File: config.mk
export PLATFORM = sky130hd
export DESIGN_NAME = ring_slot_scan_range_tracker
export DESIGN_NICKNAME = d
export VERILOG_FILES = /design/src/rsst_pkg.sv /design/src/ring_slot_scan_range_tracker.sv /design/src/rsst_alu.sv /design/src/rsst_seg_mem.sv
export SDC_FILE = /design/constraint.sdc
export NUM_CORES = 2
export LEC_CHECK = 0
export BUFFER_PORTS_ARGS = -buffer_cell sky130_fd_sc_hd__clkbuf_2
export CORE_MARGIN = 1.5
export CORE_UTILIZATION = 43
export CTS_CLUSTER_SIZE = 28
export DETAILED_ROUTE_END_ITERATION = 8
export REMOVE_ABC_BUFFERS = 1
export SLEW_MARGIN = 20
export SYNTH_ARGS = -nofsm -noshare
export SYNTH_HDL_FRONTEND = slang
export SYNTH_SLANG_ARGS = --single-unit
File: constraint.sdc
create_clock -name clock -period 15.15 [get_ports clock]
set_clock_uncertainty 0.15 [all_clocks]
set_input_delay 1.515 -clock clock [delete_from_list [all_inputs] [get_ports clock]]
set_output_delay 1.515 -clock clock [all_outputs]
set_load 0.05 [all_outputs]
File: src/rsst_pkg.sv
// ----------------------------------------------------------------------------
// rsst_pkg: shared types and constants for the ring slot scan range tracker
// slot, time and segment widths plus the segment table entry layout
// ----------------------------------------------------------------------------
package rsst_pkg;

   localparam int unsigned SLOT_W       = 21;  // pool size, scan extent, end slot
   localparam int unsigned CURSOR_W     = 20;  // ring cursor
   localparam int unsigned COUNT_IN_W   = 24;  // requested slot count
   localparam int unsigned LIFE_W       = 32;  // segment lifetime
   localparam int unsigned STEP_W       = 24;  // tick time step
   localparam int unsigned TIME_W       = 48;  // elapsed time and deadlines
   localparam int unsigned LIVE_W       = 6;   // live segment count on the result
   localparam int unsigned BIT_W        = $clog2(SLOT_W);

   localparam int unsigned MAX_POOL_SLOTS    = 1048576;
   localparam int unsigned SEGMENT_DEPTH_DEF = 32;
   localparam logic [SLOT_W-1:0] POOL_MAX   = SLOT_W'(MAX_POOL_SLOTS);
   localparam logic [SLOT_W-1:0] POOL_RESET = SLOT_W'(65536);

   // request kinds
   localparam logic REQ_ALLOC = 1'b0;
   localparam logic REQ_TICK  = 1'b1;

   typedef struct packed {
      logic [SLOT_W-1:0] end_slot;
      logic [TIME_W-1:0] deadline;
   } seg_entry_type;

endpackage

File: src/ring_slot_scan_range_tracker.sv
// ----------------------------------------------------------------------------
// ring_slot_scan_range_tracker: ring allocator scan range tracker
// steps: allocate clamps, adds, checks wrap, runs a bit-serial cursor modulo, sets
//   deadline, stores or merges, raises extent; a zero allocate is ignored; a tick
//   advances time, then walks the stored segments; one item at a time; ready returns
//   with the registered result, held off while a prior result waits on rsp_ready
// reset: synchronous active high; cursor, extent, flags, time and count clear,
//   pool size returns to 65536; segment table is not cleared
// ----------------------------------------------------------------------------
module ring_slot_scan_range_tracker #(
   parameter int unsigned SEGMENT_DEPTH = rsst_pkg::SEGMENT_DEPTH_DEF
) (
   input  logic                              clock,
   input  logic                              reset,
   // configuration
   input  logic                              csr_wr_en,
   input  logic [rsst_pkg::SLOT_W-1:0]       csr_wr_data,
   // request channel
   input  logic                              req_valid,
   output logic                              req_ready,
   input  logic                              req_type,
   input  logic [rsst_pkg::COUNT_IN_W-1:0]   req_slot_count,
   input  logic [rsst_pkg::LIFE_W-1:0]       req_lifetime,
   input  logic [rsst_pkg::STEP_W-1:0]       req_time_step,
   // response channel
   output logic                              rsp_valid,
   input  logic                              rsp_ready,
   output logic [rsst_pkg::SLOT_W-1:0]       rsp_scan_extent,
   output logic [rsst_pkg::CURSOR_W-1:0]     rsp_ring_position,
   output logic                              rsp_has_wrapped,
   output logic                              rsp_rewind_issued,
   output logic                              rsp_segment_merged,
   output logic [rsst_pkg::LIVE_W-1:0]       rsp_live_segments
);

   localparam int unsigned IDX_W = $clog2(SEGMENT_DEPTH);
   localparam int unsigned CNT_W = $clog2(SEGMENT_DEPTH + 1);
   localparam logic [IDX_W-1:0] LAST_IDX = IDX_W'(SEGMENT_DEPTH - 1);
   localparam logic [CNT_W-1:0] FULL_CNT = CNT_W'(SEGMENT_DEPTH);

   localparam int unsigned SW = rsst_pkg::SLOT_W;
   localparam int unsigned TW = rsst_pkg::TIME_W;

   // sequencer states
   localparam logic [3:0] ST_IDLE    = 4'd0;
   localparam logic [3:0] ST_A_CLAMP = 4'd1;   // clamp request to pool
   localparam logic [3:0] ST_A_END   = 4'd2;   // cursor + n
   localparam logic [3:0] ST_A_WRAP  = 4'd3;   // end >= pool sets wrapped
   localparam logic [3:0] ST_A_MOD   = 4'd4;   // bit-serial end mod pool
   localparam logic [3:0] ST_A_DLINE = 4'd5;   // deadline, end slot
   localparam logic [3:0] ST_A_STORE = 4'd6;   // append or go merge
   localparam logic [3:0] ST_A_M_END = 4'd7;   // merge: max end slot
   localparam logic [3:0] ST_A_M_DL  = 4'd8;   // merge: later deadline, write
   localparam logic [3:0] ST_A_SCAN  = 4'd9;   // raise high-water extent
   localparam logic [3:0] ST_T_TIME  = 4'd10;  // advance elapsed time
   localparam logic [3:0] ST_T_DL    = 4'd11;  // entry expired?
   localparam logic [3:0] ST_T_END   = 4'd12;  // keep entry, track max end
   localparam logic [3:0] ST_T_FIN   = 4'd13;  // rewind or shrink extent
   localparam logic [3:0] ST_RESP    = 4'd14;  // hand result to output register

   logic [3:0]            state_ff, state_in;

   // configuration, stored already clamped to the legal pool range
   logic [SW-1:0]         pool_ff, pool_in;

   // architectural state
   logic [rsst_pkg::CURSOR_W-1:0] cursor_ff, cursor_in;
   logic [SW-1:0]         scan_ff, scan_in;
   logic                  wrapped_ff, wrapped_in;
   logic [TW-1:0]         elapsed_ff, elapsed_in;
   logic                  pending_ff, pending_in;
   logic [CNT_W-1:0]      count_ff, count_in;

   // per-item working registers
   logic [rsst_pkg::COUNT_IN_W-1:0] n_ff, n_in;
   logic [rsst_pkg::LIFE_W-1:0]     life_ff, life_in;
   logic [rsst_pkg::STEP_W-1:0]     step_ff, step_in;
   logic [SW-1:0]         end_ff, end_in;
   logic [SW-1:0]         rem_ff, rem_in;
   logic [rsst_pkg::BIT_W-1:0]      bit_ff, bit_in;
   logic [SW-1:0]         end_slot_ff, end_slot_in;
   logic [SW-1:0]         mrg_end_ff, mrg_end_in;
   logic [TW-1:0]         dline_ff, dline_in;
   logic [CNT_W-1:0]      rd_idx_ff, rd_idx_in;
   logic [CNT_W-1:0]      wr_idx_ff, wr_idx_in;
   logic [SW-1:0]         max_end_ff, max_end_in;
   logic                  merged_ff, merged_in;
   logic                  rewound_ff, rewound_in;

   // output register
   logic                  rsp_valid_ff, rsp_valid_in;
   logic [SW-1:0]         o_scan_ff, o_scan_in;
   logic [rsst_pkg::CURSOR_W-1:0] o_pos_ff, o_pos_in;
   logic                  o_wrap_ff, o_wrap_in;
   logic                  o_rew_ff, o_rew_in;
   logic                  o_mrg_ff, o_mrg_in;
   logic [rsst_pkg::LIVE_W-1:0]   o_live_ff, o_live_in;

   // shared adder
   logic                  alu_sub;
   logic [TW-1:0]         alu_a, alu_b;
   logic [TW:0]           alu_res;
   logic                  alu_co;
   logic [TW-1:0]         alu_sat;

   // segment table
   logic                  mem_we;
   logic [IDX_W-1:0]      mem_wa, mem_ra;
   rsst_pkg::seg_entry_type mem_wd, mem_rd;

   logic                  req_xfer;
   logic [SW-1:0]         rem_sh;
   logic                  tick_phase;

   rsst_alu u_alu (
      .op_sub (alu_sub),
      .op_a   (alu_a),
      .op_b   (alu_b),
      .result (alu_res)
   );

   rsst_seg_mem #(
      .DEPTH (SEGMENT_DEPTH)
   ) u_seg_mem (
      .clock   (clock),
      .wr_en   (mem_we),
      .wr_addr (mem_wa),
      .wr_data (mem_wd),
      .rd_addr (mem_ra),
      .rd_data (mem_rd)
   );

   assign alu_co  = alu_res[TW];
   // saturating sum for time adds: overflow past 48 bits pins to all ones
   assign alu_sat = alu_co ? {TW{1'b1}} : alu_res[TW-1:0];

   assign req_ready = (state_ff == ST_IDLE);
   assign req_xfer  = req_valid && req_ready;

   // next partial remainder of the cursor modulo, one dividend bit per cycle
   assign rem_sh = {rem_ff[SW-2:0], end_ff[bit_ff]};

   // during a tick the read port runs one step ahead on the scan index;
   // otherwise it sits on the last entry for a possible merge
   assign tick_phase = (state_ff == ST_T_TIME) || (state_ff == ST_T_DL) ||
                       (state_ff == ST_T_END);
   assign mem_ra = tick_phase ? rd_idx_in[IDX_W-1:0] : LAST_IDX;

   // configuration write with pool clamp: zero acts as one, cap at max
   always_comb begin
      pool_in = pool_ff;
      if (csr_wr_en) begin
         priority if (csr_wr_data == '0) begin
            pool_in = SW'(1);
         end else if (csr_wr_data > rsst_pkg::POOL_MAX) begin
            pool_in = rsst_pkg::POOL_MAX;
         end else begin
            pool_in = csr_wr_data;
         end
      end
   end

   // sequencer
   always_comb begin
      state_in    = state_ff;
      cursor_in   = cursor_ff;
      scan_in     = scan_ff;
      wrapped_in  = wrapped_ff;
      elapsed_in  = elapsed_ff;
      pending_in  = pending_ff;
      count_in    = count_ff;
      n_in        = n_ff;
      life_in     = life_ff;
      step_in     = step_ff;
      end_in      = end_ff;
      rem_in      = rem_ff;
      bit_in      = bit_ff;
      end_slot_in = end_slot_ff;
      mrg_end_in  = mrg_end_ff;
      dline_in    = dline_ff;
      rd_idx_in   = rd_idx_ff;
      wr_idx_in   = wr_idx_ff;
      max_end_in  = max_end_ff;
      merged_in   = merged_ff;
      rewound_in  = rewound_ff;

      rsp_valid_in = rsp_valid_ff && !rsp_ready;
      o_scan_in    = o_scan_ff;
      o_pos_in     = o_pos_ff;
      o_wrap_in    = o_wrap_ff;
      o_rew_in     = o_rew_ff;
      o_mrg_in     = o_mrg_ff;
      o_live_in    = o_live_ff;

      alu_sub = 1'b1;
      alu_a   = '0;
      alu_b   = '0;

      mem_we = 1'b0;
      mem_wa = count_ff[IDX_W-1:0];
      mem_wd = '{end_slot: end_slot_ff, deadline: dline_ff};

      unique case (state_ff)
         ST_IDLE: begin
            if (req_xfer) begin
               n_in       = req_slot_count;
               life_in    = req_lifetime;
               step_in    = req_time_step;
               merged_in  = 1'b0;
               rewound_in = 1'b0;
               rd_idx_in  = '0;
               wr_idx_in  = '0;
               max_end_in = '0;
               priority if (req_type == rsst_pkg::REQ_TICK) begin
                  state_in = ST_T_TIME;
               end else if (req_slot_count == '0) begin
                  // zero request leaves all state alone
                  state_in = ST_RESP;
               end else begin
                  state_in = ST_A_CLAMP;
               end
            end
         end

         ST_A_CLAMP: begin
            // pool - n; a borrow means the request is larger than the pool
            alu_a = TW'(pool_ff);
            alu_b = TW'(n_ff);
            if (!alu_co) begin
               n_in = rsst_pkg::COUNT_IN_W'(pool_ff);
            end
            state_in = ST_A_END;
         end

         ST_A_END: begin
            alu_sub  = 1'b0;
            alu_a    = TW'(cursor_ff);
            alu_b    = TW'(n_ff);
            end_in   = alu_res[SW-1:0];
            state_in = ST_A_WRAP;
         end

         ST_A_WRAP: begin
            alu_a = TW'(end_ff);
            alu_b = TW'(pool_ff);
            if (alu_co) begin
               wrapped_in = 1'b1;
            end
            rem_in   = '0;
            bit_in   = rsst_pkg::BIT_W'(SW - 1);
            state_in = ST_A_MOD;
         end

         ST_A_MOD: begin
            // restoring remainder step: shift in a bit, subtract pool if it fits
            alu_a  = TW'(rem_sh);
            alu_b  = TW'(pool_ff);
            rem_in = alu_co ? alu_res[SW-1:0] : rem_sh;
            if (bit_ff == '0) begin
               cursor_in = rem_in[rsst_pkg::CURSOR_W-1:0];
               state_in  = ST_A_DLINE;
            end else begin
               bit_in = bit_ff - rsst_pkg::BIT_W'(1);
            end
         end

         ST_A_DLINE: begin
            alu_sub     = 1'b0;
            alu_a       = elapsed_ff;
            alu_b       = TW'(life_ff);
            dline_in    = alu_sat;
            end_slot_in = wrapped_ff ? pool_ff : end_ff;
            state_in    = ST_A_STORE;
         end

         ST_A_STORE: begin
            if (count_ff == FULL_CNT) begin
               state_in = ST_A_M_END;
            end else begin
               mem_we   = 1'b1;
               mem_wa   = count_ff[IDX_W-1:0];
               count_in = count_ff + CNT_W'(1);
               state_in = ST_A_SCAN;
            end
         end

         ST_A_M_END: begin
            alu_a      = TW'(end_slot_ff);
            alu_b      = TW'(mem_rd.end_slot);
            mrg_end_in = alu_co ? end_slot_ff : mem_rd.end_slot;
            state_in   = ST_A_M_DL;
         end

         ST_A_M_DL: begin
            alu_a     = dline_ff;
            alu_b     = mem_rd.deadline;
            mem_we    = 1'b1;
            mem_wa    = LAST_IDX;
            mem_wd    = '{end_slot: mrg_end_ff,
                          deadline: alu_co ? dline_ff : mem_rd.deadline};
            merged_in = 1'b1;
            state_in  = ST_A_SCAN;
         end

         ST_A_SCAN: begin
            alu_a = TW'(end_slot_ff);
            alu_b = TW'(scan_ff);
            if (alu_co) begin
               scan_in = end_slot_ff;
            end
            pending_in = 1'b1;
            state_in   = ST_RESP;
         end

         ST_T_TIME: begin
            alu_sub    = 1'b0;
            alu_a      = elapsed_ff;
            alu_b      = TW'(step_ff);
            elapsed_in = alu_sat;
            state_in   = ST_T_DL;
         end

         ST_T_DL: begin
            // elapsed - deadline; no borrow means the entry has expired
            alu_a = elapsed_ff;
            alu_b = mem_rd.deadline;
            priority if (rd_idx_ff == count_ff) begin
               state_in = ST_T_FIN;
            end else if (alu_co) begin
               rd_idx_in = rd_idx_ff + CNT_W'(1);
            end else begin
               state_in = ST_T_END;
            end
         end

         ST_T_END: begin
            // live entry: compact it down and track the largest end slot
            alu_a = TW'(mem_rd.end_slot);
            alu_b = TW'(max_end_ff);
            if (alu_co) begin
               max_end_in = mem_rd.end_slot;
            end
            mem_we    = 1'b1;
            mem_wa    = wr_idx_ff[IDX_W-1:0];
            mem_wd    = mem_rd;
            wr_idx_in = wr_idx_ff + CNT_W'(1);
            rd_idx_in = rd_idx_ff + CNT_W'(1);
            state_in  = ST_T_DL;
         end

         ST_T_FIN: begin
            count_in = wr_idx_ff;
            priority if ((wr_idx_ff == '0) && !pending_ff) begin
               // nothing live and no fresh allocation: rewind the ring
               if (scan_ff != '0) begin
                  cursor_in  = '0;
                  wrapped_in = 1'b0;
                  rewound_in = 1'b1;
               end
               scan_in = '0;
            end else if (!wrapped_ff) begin
               scan_in = max_end_ff;
            end else begin
               scan_in = scan_ff;
            end
            pending_in = 1'b0;
            state_in   = ST_RESP;
         end

         ST_RESP: begin
            if (!rsp_valid_ff || rsp_ready) begin
               rsp_valid_in = 1'b1;
               o_scan_in    = scan_ff;
               o_pos_in     = cursor_ff;
               o_wrap_in    = wrapped_ff;
               o_rew_in     = rewound_ff;
               o_mrg_in     = merged_ff;
               o_live_in    = rsst_pkg::LIVE_W'(count_ff);
               state_in     = ST_IDLE;
            end
         end

         default: begin
            state_in = ST_IDLE;
         end
      endcase
   end

   // control state
   always_ff @(posedge clock) begin
      if (reset) begin
         state_ff     <= ST_IDLE;
         pool_ff      <= rsst_pkg::POOL_RESET;
         cursor_ff    <= '0;
         scan_ff      <= '0;
         wrapped_ff   <= 1'b0;
         elapsed_ff   <= '0;
         pending_ff   <= 1'b0;
         count_ff     <= '0;
         rsp_valid_ff <= 1'b0;
      end else begin
         state_ff     <= state_in;
         pool_ff      <= pool_in;
         cursor_ff    <= cursor_in;
         scan_ff      <= scan_in;
         wrapped_ff   <= wrapped_in;
         elapsed_ff   <= elapsed_in;
         pending_ff   <= pending_in;
         count_ff     <= count_in;
         rsp_valid_ff <= rsp_valid_in;
      end
   end

   // working and output payload registers
   always_ff @(posedge clock) begin
      n_ff        <= n_in;
      life_ff     <= life_in;
      step_ff     <= step_in;
      end_ff      <= end_in;
      rem_ff      <= rem_in;
      bit_ff      <= bit_in;
      end_slot_ff <= end_slot_in;
      mrg_end_ff  <= mrg_end_in;
      dline_ff    <= dline_in;
      rd_idx_ff   <= rd_idx_in;
      wr_idx_ff   <= wr_idx_in;
      max_end_ff  <= max_end_in;
      merged_ff   <= merged_in;
      rewound_ff  <= rewound_in;
      o_scan_ff   <= o_scan_in;
      o_pos_ff    <= o_pos_in;
      o_wrap_ff   <= o_wrap_in;
      o_rew_ff    <= o_rew_in;
      o_mrg_ff    <= o_mrg_in;
      o_live_ff   <= o_live_in;
   end

   assign rsp_valid          = rsp_valid_ff;
   assign rsp_scan_extent    = o_scan_ff;
   assign rsp_ring_position  = o_pos_ff;
   assign rsp_has_wrapped    = o_wrap_ff;
   assign rsp_rewind_issued  = o_rew_ff;
   assign rsp_segment_merged = o_mrg_ff;
   assign rsp_live_segments  = o_live_ff;

endmodule

File: src/rsst_alu.sv
// ----------------------------------------------------------------------------
// rsst_alu: shared add / subtract unit
// one 48-bit adder; carry out is overflow on add and a >= b on subtract
// ----------------------------------------------------------------------------
module rsst_alu (
   input  logic                          op_sub,
   input  logic [rsst_pkg::TIME_W-1:0]   op_a,
   input  logic [rsst_pkg::TIME_W-1:0]   op_b,
   output logic [rsst_pkg::TIME_W:0]     result
);

   logic [rsst_pkg::TIME_W:0] b_ext;

   assign b_ext  = {1'b0, op_b ^ {rsst_pkg::TIME_W{op_sub}}};
   assign result = {1'b0, op_a} + b_ext + (rsst_pkg::TIME_W + 1)'(op_sub);

endmodule

File: src/rsst_seg_mem.sv
// ----------------------------------------------------------------------------
// rsst_seg_mem: segment table storage
// one write port, one read port with registered read data
// ----------------------------------------------------------------------------
module rsst_seg_mem #(
   parameter int unsigned DEPTH = rsst_pkg::SEGMENT_DEPTH_DEF
) (
   input  logic                          clock,
   input  logic                          wr_en,
   input  logic [$clog2(DEPTH)-1:0]      wr_addr,
   input  rsst_pkg::seg_entry_type       wr_data,
   input  logic [$clog2(DEPTH)-1:0]      rd_addr,
   output rsst_pkg::seg_entry_type       rd_data
);

   rsst_pkg::seg_entry_type mem [DEPTH];
   rsst_pkg::seg_entry_type rd_data_ff;

   always_ff @(posedge clock) begin
      if (wr_en) begin
         mem[wr_addr] <= wr_data;
      end
      rd_data_ff <= mem[rd_addr];
   end

   assign rd_data = rd_data_ff;

endmodule

==> impl_metrics.toml <==
[global_route]
grt_max_degree = 152
grt_remaining_overflow = 0
grt_pass1_vias = 67860
grt_pass1_wl_um = 526900
grt_use_total = 0.2895
grt_antenna_before_repair = 9

[cells_and_area]
layout-drive-gt1-share = 0.1245
syn_to_final_growth_pct = 13.11
final_util = 0.4894
nets = 7858
fillerInstances = 21296
design_area_um2 = 123000

[yosys]
synth-seq-cells = 2701
synth.top_cell.area_share = 0.6913
synthFlopType = "edfxtp_1"
async_reset_ff_frac = 0
yosys.area.top_type = "edfxtp_1"
yosysUniqueCellTypes = 94
syn_avg_cell_area_um2 = 14.33
yosysWarningCount = 0
syn_area_um2 = 108800
synthCells = 7590
synth-edff-count = 2504
synth-seq-area-share = 0.7276
synthTopCellsByArea = "edfxtp_1 (69%), mux2i_1 (4.0%), dfxtp_1 (3.6%)"

[setup_path]
crit_arrival_ns = 10.62
worstSetupPathType = "reg -> reg"
regToRegSetupSlack_ns = 5.17
cp-end-kind = "register"
startpoint = "state_ff[3]"
critPathSlowestCell = "dfxtp_1"
path_cells = "nand2_1 > nor2_4 > buf_4 > a222oi_1 > nand2_1 > a221oi_1 > xor2_1 > ha_1 > o211ai_1 > a21oi_1 > o41ai_2 > a21oi_1 > o21a_1 > nor3_1 > or3_4 > buf_4 > buf_4 > buf_12 > a2111oi_0 > nor4_1 > a31oi_1"
path_max_fanout = 109
path_common_cell = "buf_4"
critPathMaxStageDelay_ns = 0.85
worstReg2RegStart = "state_ff[3]"
startpoint_type = "register"
required_ns = 15.79

[sta]
setup_viol = 0
fin_setup_tns_ns = 0
rsz0062_at_grt = "false"
finalCritPeriodShare = 0.6589
tightest_slew_ns = 1.188
fmaxAchievable_mhz = 100.2
hold_violations = 0
slew_headroom = 0.2079
fin_crit_ns = 9.982
final_max_slew_viol_count = 0

[route]
dr.pass1.iters = 9
postRouteAntennaNets = 0
via_count = 72178
drtIter0Drc = 11642
via_per_inst = 6.407
wirelength_um = 380300
route.detailed.drc = 35
routedWlPerCell_um = 33.76

[place]
placed_cell_area_um2 = 113700
place.gp.congestion = 0.9654
portBuffers = 158
hpwl_um = 216700

[die]
coreArea_um2 = 251400
start_util = 0.4326
num_rows = 184
ios = 159
die_width_um = 505.9
die_h_um = 505.9
dieArea_um2 = 256000

[power]
p_per_area_nw_per_um2 = 185.9
max-vdd-ir-drop_mv = 0.1729
power.leakage_uw = 0.04227
p_total_uw = 22870

[clock_network]
tritoncts = "yes"
worstSkewPairLatency_ns = 0.98
cts_hold_buffers = 0
cts_buffer_depth = 4
root_buffer = "clkbuf_16"
numCtsBuffers = 297
cts_resized = 0
postCtsSetupRepairBufs = 0
cts.sinks = 2701
path_clk_slew_ns = 0.06
cts_max_level = 5

[status]
violations = "design-rule violations"
status = "finished, violations left"

[job]
maxCapViolCount = 0

[worst_hold_path]
hold_path.class = "reg -> reg"
worstHoldStart = "rewound_ff"
[cell families after synthesis]
group | synth area share
DFF | 0.7276
buffers and inverters | 0.02321
adders and majority gates | 0.006281
xor gates and xnor gates | 0.006844
AOI/OAI and AO/OA | 0.09465
muxes | 0.04898
and+or+nand+nor | 0.09246
[final timing paths]
check / depth (start not counted) / end
setup reg to reg: 21 / u_seg_mem.rd_data[20]
hold / removal: 0 / rsp_rewind_issued
hold reg to reg: 0 / rsp_rewind_issued
setup / recovery: 21 / u_seg_mem.rd_data[20]
[area by class of cell]
type                            count  area, um^2  share of cell area
Timing Repair Buffer              348        2455             0.01995
Antenna cell                        4       10.01          0.00008136
Inverter                           48       193.9            0.001576
Clock inverter                    109       933.4            0.007587
Multi-Input combinational cell   4301       27770              0.2257
Tap cell                         3348        4189             0.03405
Clock buffer                      406        8342             0.06781
Sequential cell                  2701       79140              0.6433
[per-layer routing]
metal | up-vias | track usage | wire, um
met5 | - | 0 | 40
met4 | 6 | 0.1442 | 20830
met3 | 713 | 0.06036 | 41400
met2 | 4559 | 0.4355 | 168700
met1 | 36942 | 0.3995 | 149300
li1 | 29958 | - | -
[placed cells by master (no fill, tap or decap), drive strengths merged, types with 169 or more instances in the layout]
master and n:
mux2i 440, nor2 310, edfxtp 2504, buf 191
clkbuf 563, a21oi 169, nor3 298, o22ai 178
nand2 976, dfxtp 197, o221ai 176, nand3 449
[Yosys cell counts, drive strengths merged, types with 91 or more instances]
cell and count:
a21oi 169, nor3 298, dfxtp 197, nand2 976, a221oi 111, nor2 310, clkbuf 293, nand3 449
o22ai 178, buf 247, o21ai 164, a2111oi 108, edfxtp 2504, o221ai 176, a31oi 91, mux2i 440
[critical path: cells and delay by family, from the launching register on]
kind | cells | cell delay (ns)
AO/OA/AOI/OAI | 9 | 2.19
flip-flops | 1 | 0.85
adder cells (fa/ha/maj) | 1 | 0.40
AND/OR/NAND/NOR | 6 | 3.37
XOR/XNOR | 1 | 0.20
buffers and inverters | 4 | 2.40
[flip-flops by register name, summed over array words and instances, names as in the netlist, 24 cells and up]
name	count
dline_ff	48
elapsed_ff	48
life_ff	32
u_seg_mem.rd_data	69
n_ff	24
u_seg_mem.mem	2208
step_ff	24
[stage by stage]
step           hold WS, ns  instances  setup slack [ns]
2_1_floorplan       0.2503       7050            -13.55
3_3_place_gp        0.2633      10742             5.710
3_5_place_dp        0.2675      10745             5.531
4_1_cts             0.2430      11260             5.479
5_1_grt             0.2598      11262             4.890
6_report            0.2496      11265             5.168
[power breakdown]
group          switching, uW  internal [uW]  total, uW  leakage (uW)
Sequential               466           9480       9940        0.0242
Clock                   2910           4100       7010       0.00454
Combinational           4240           1680       5920        0.0135
Power figures use the tool's default switching activity.
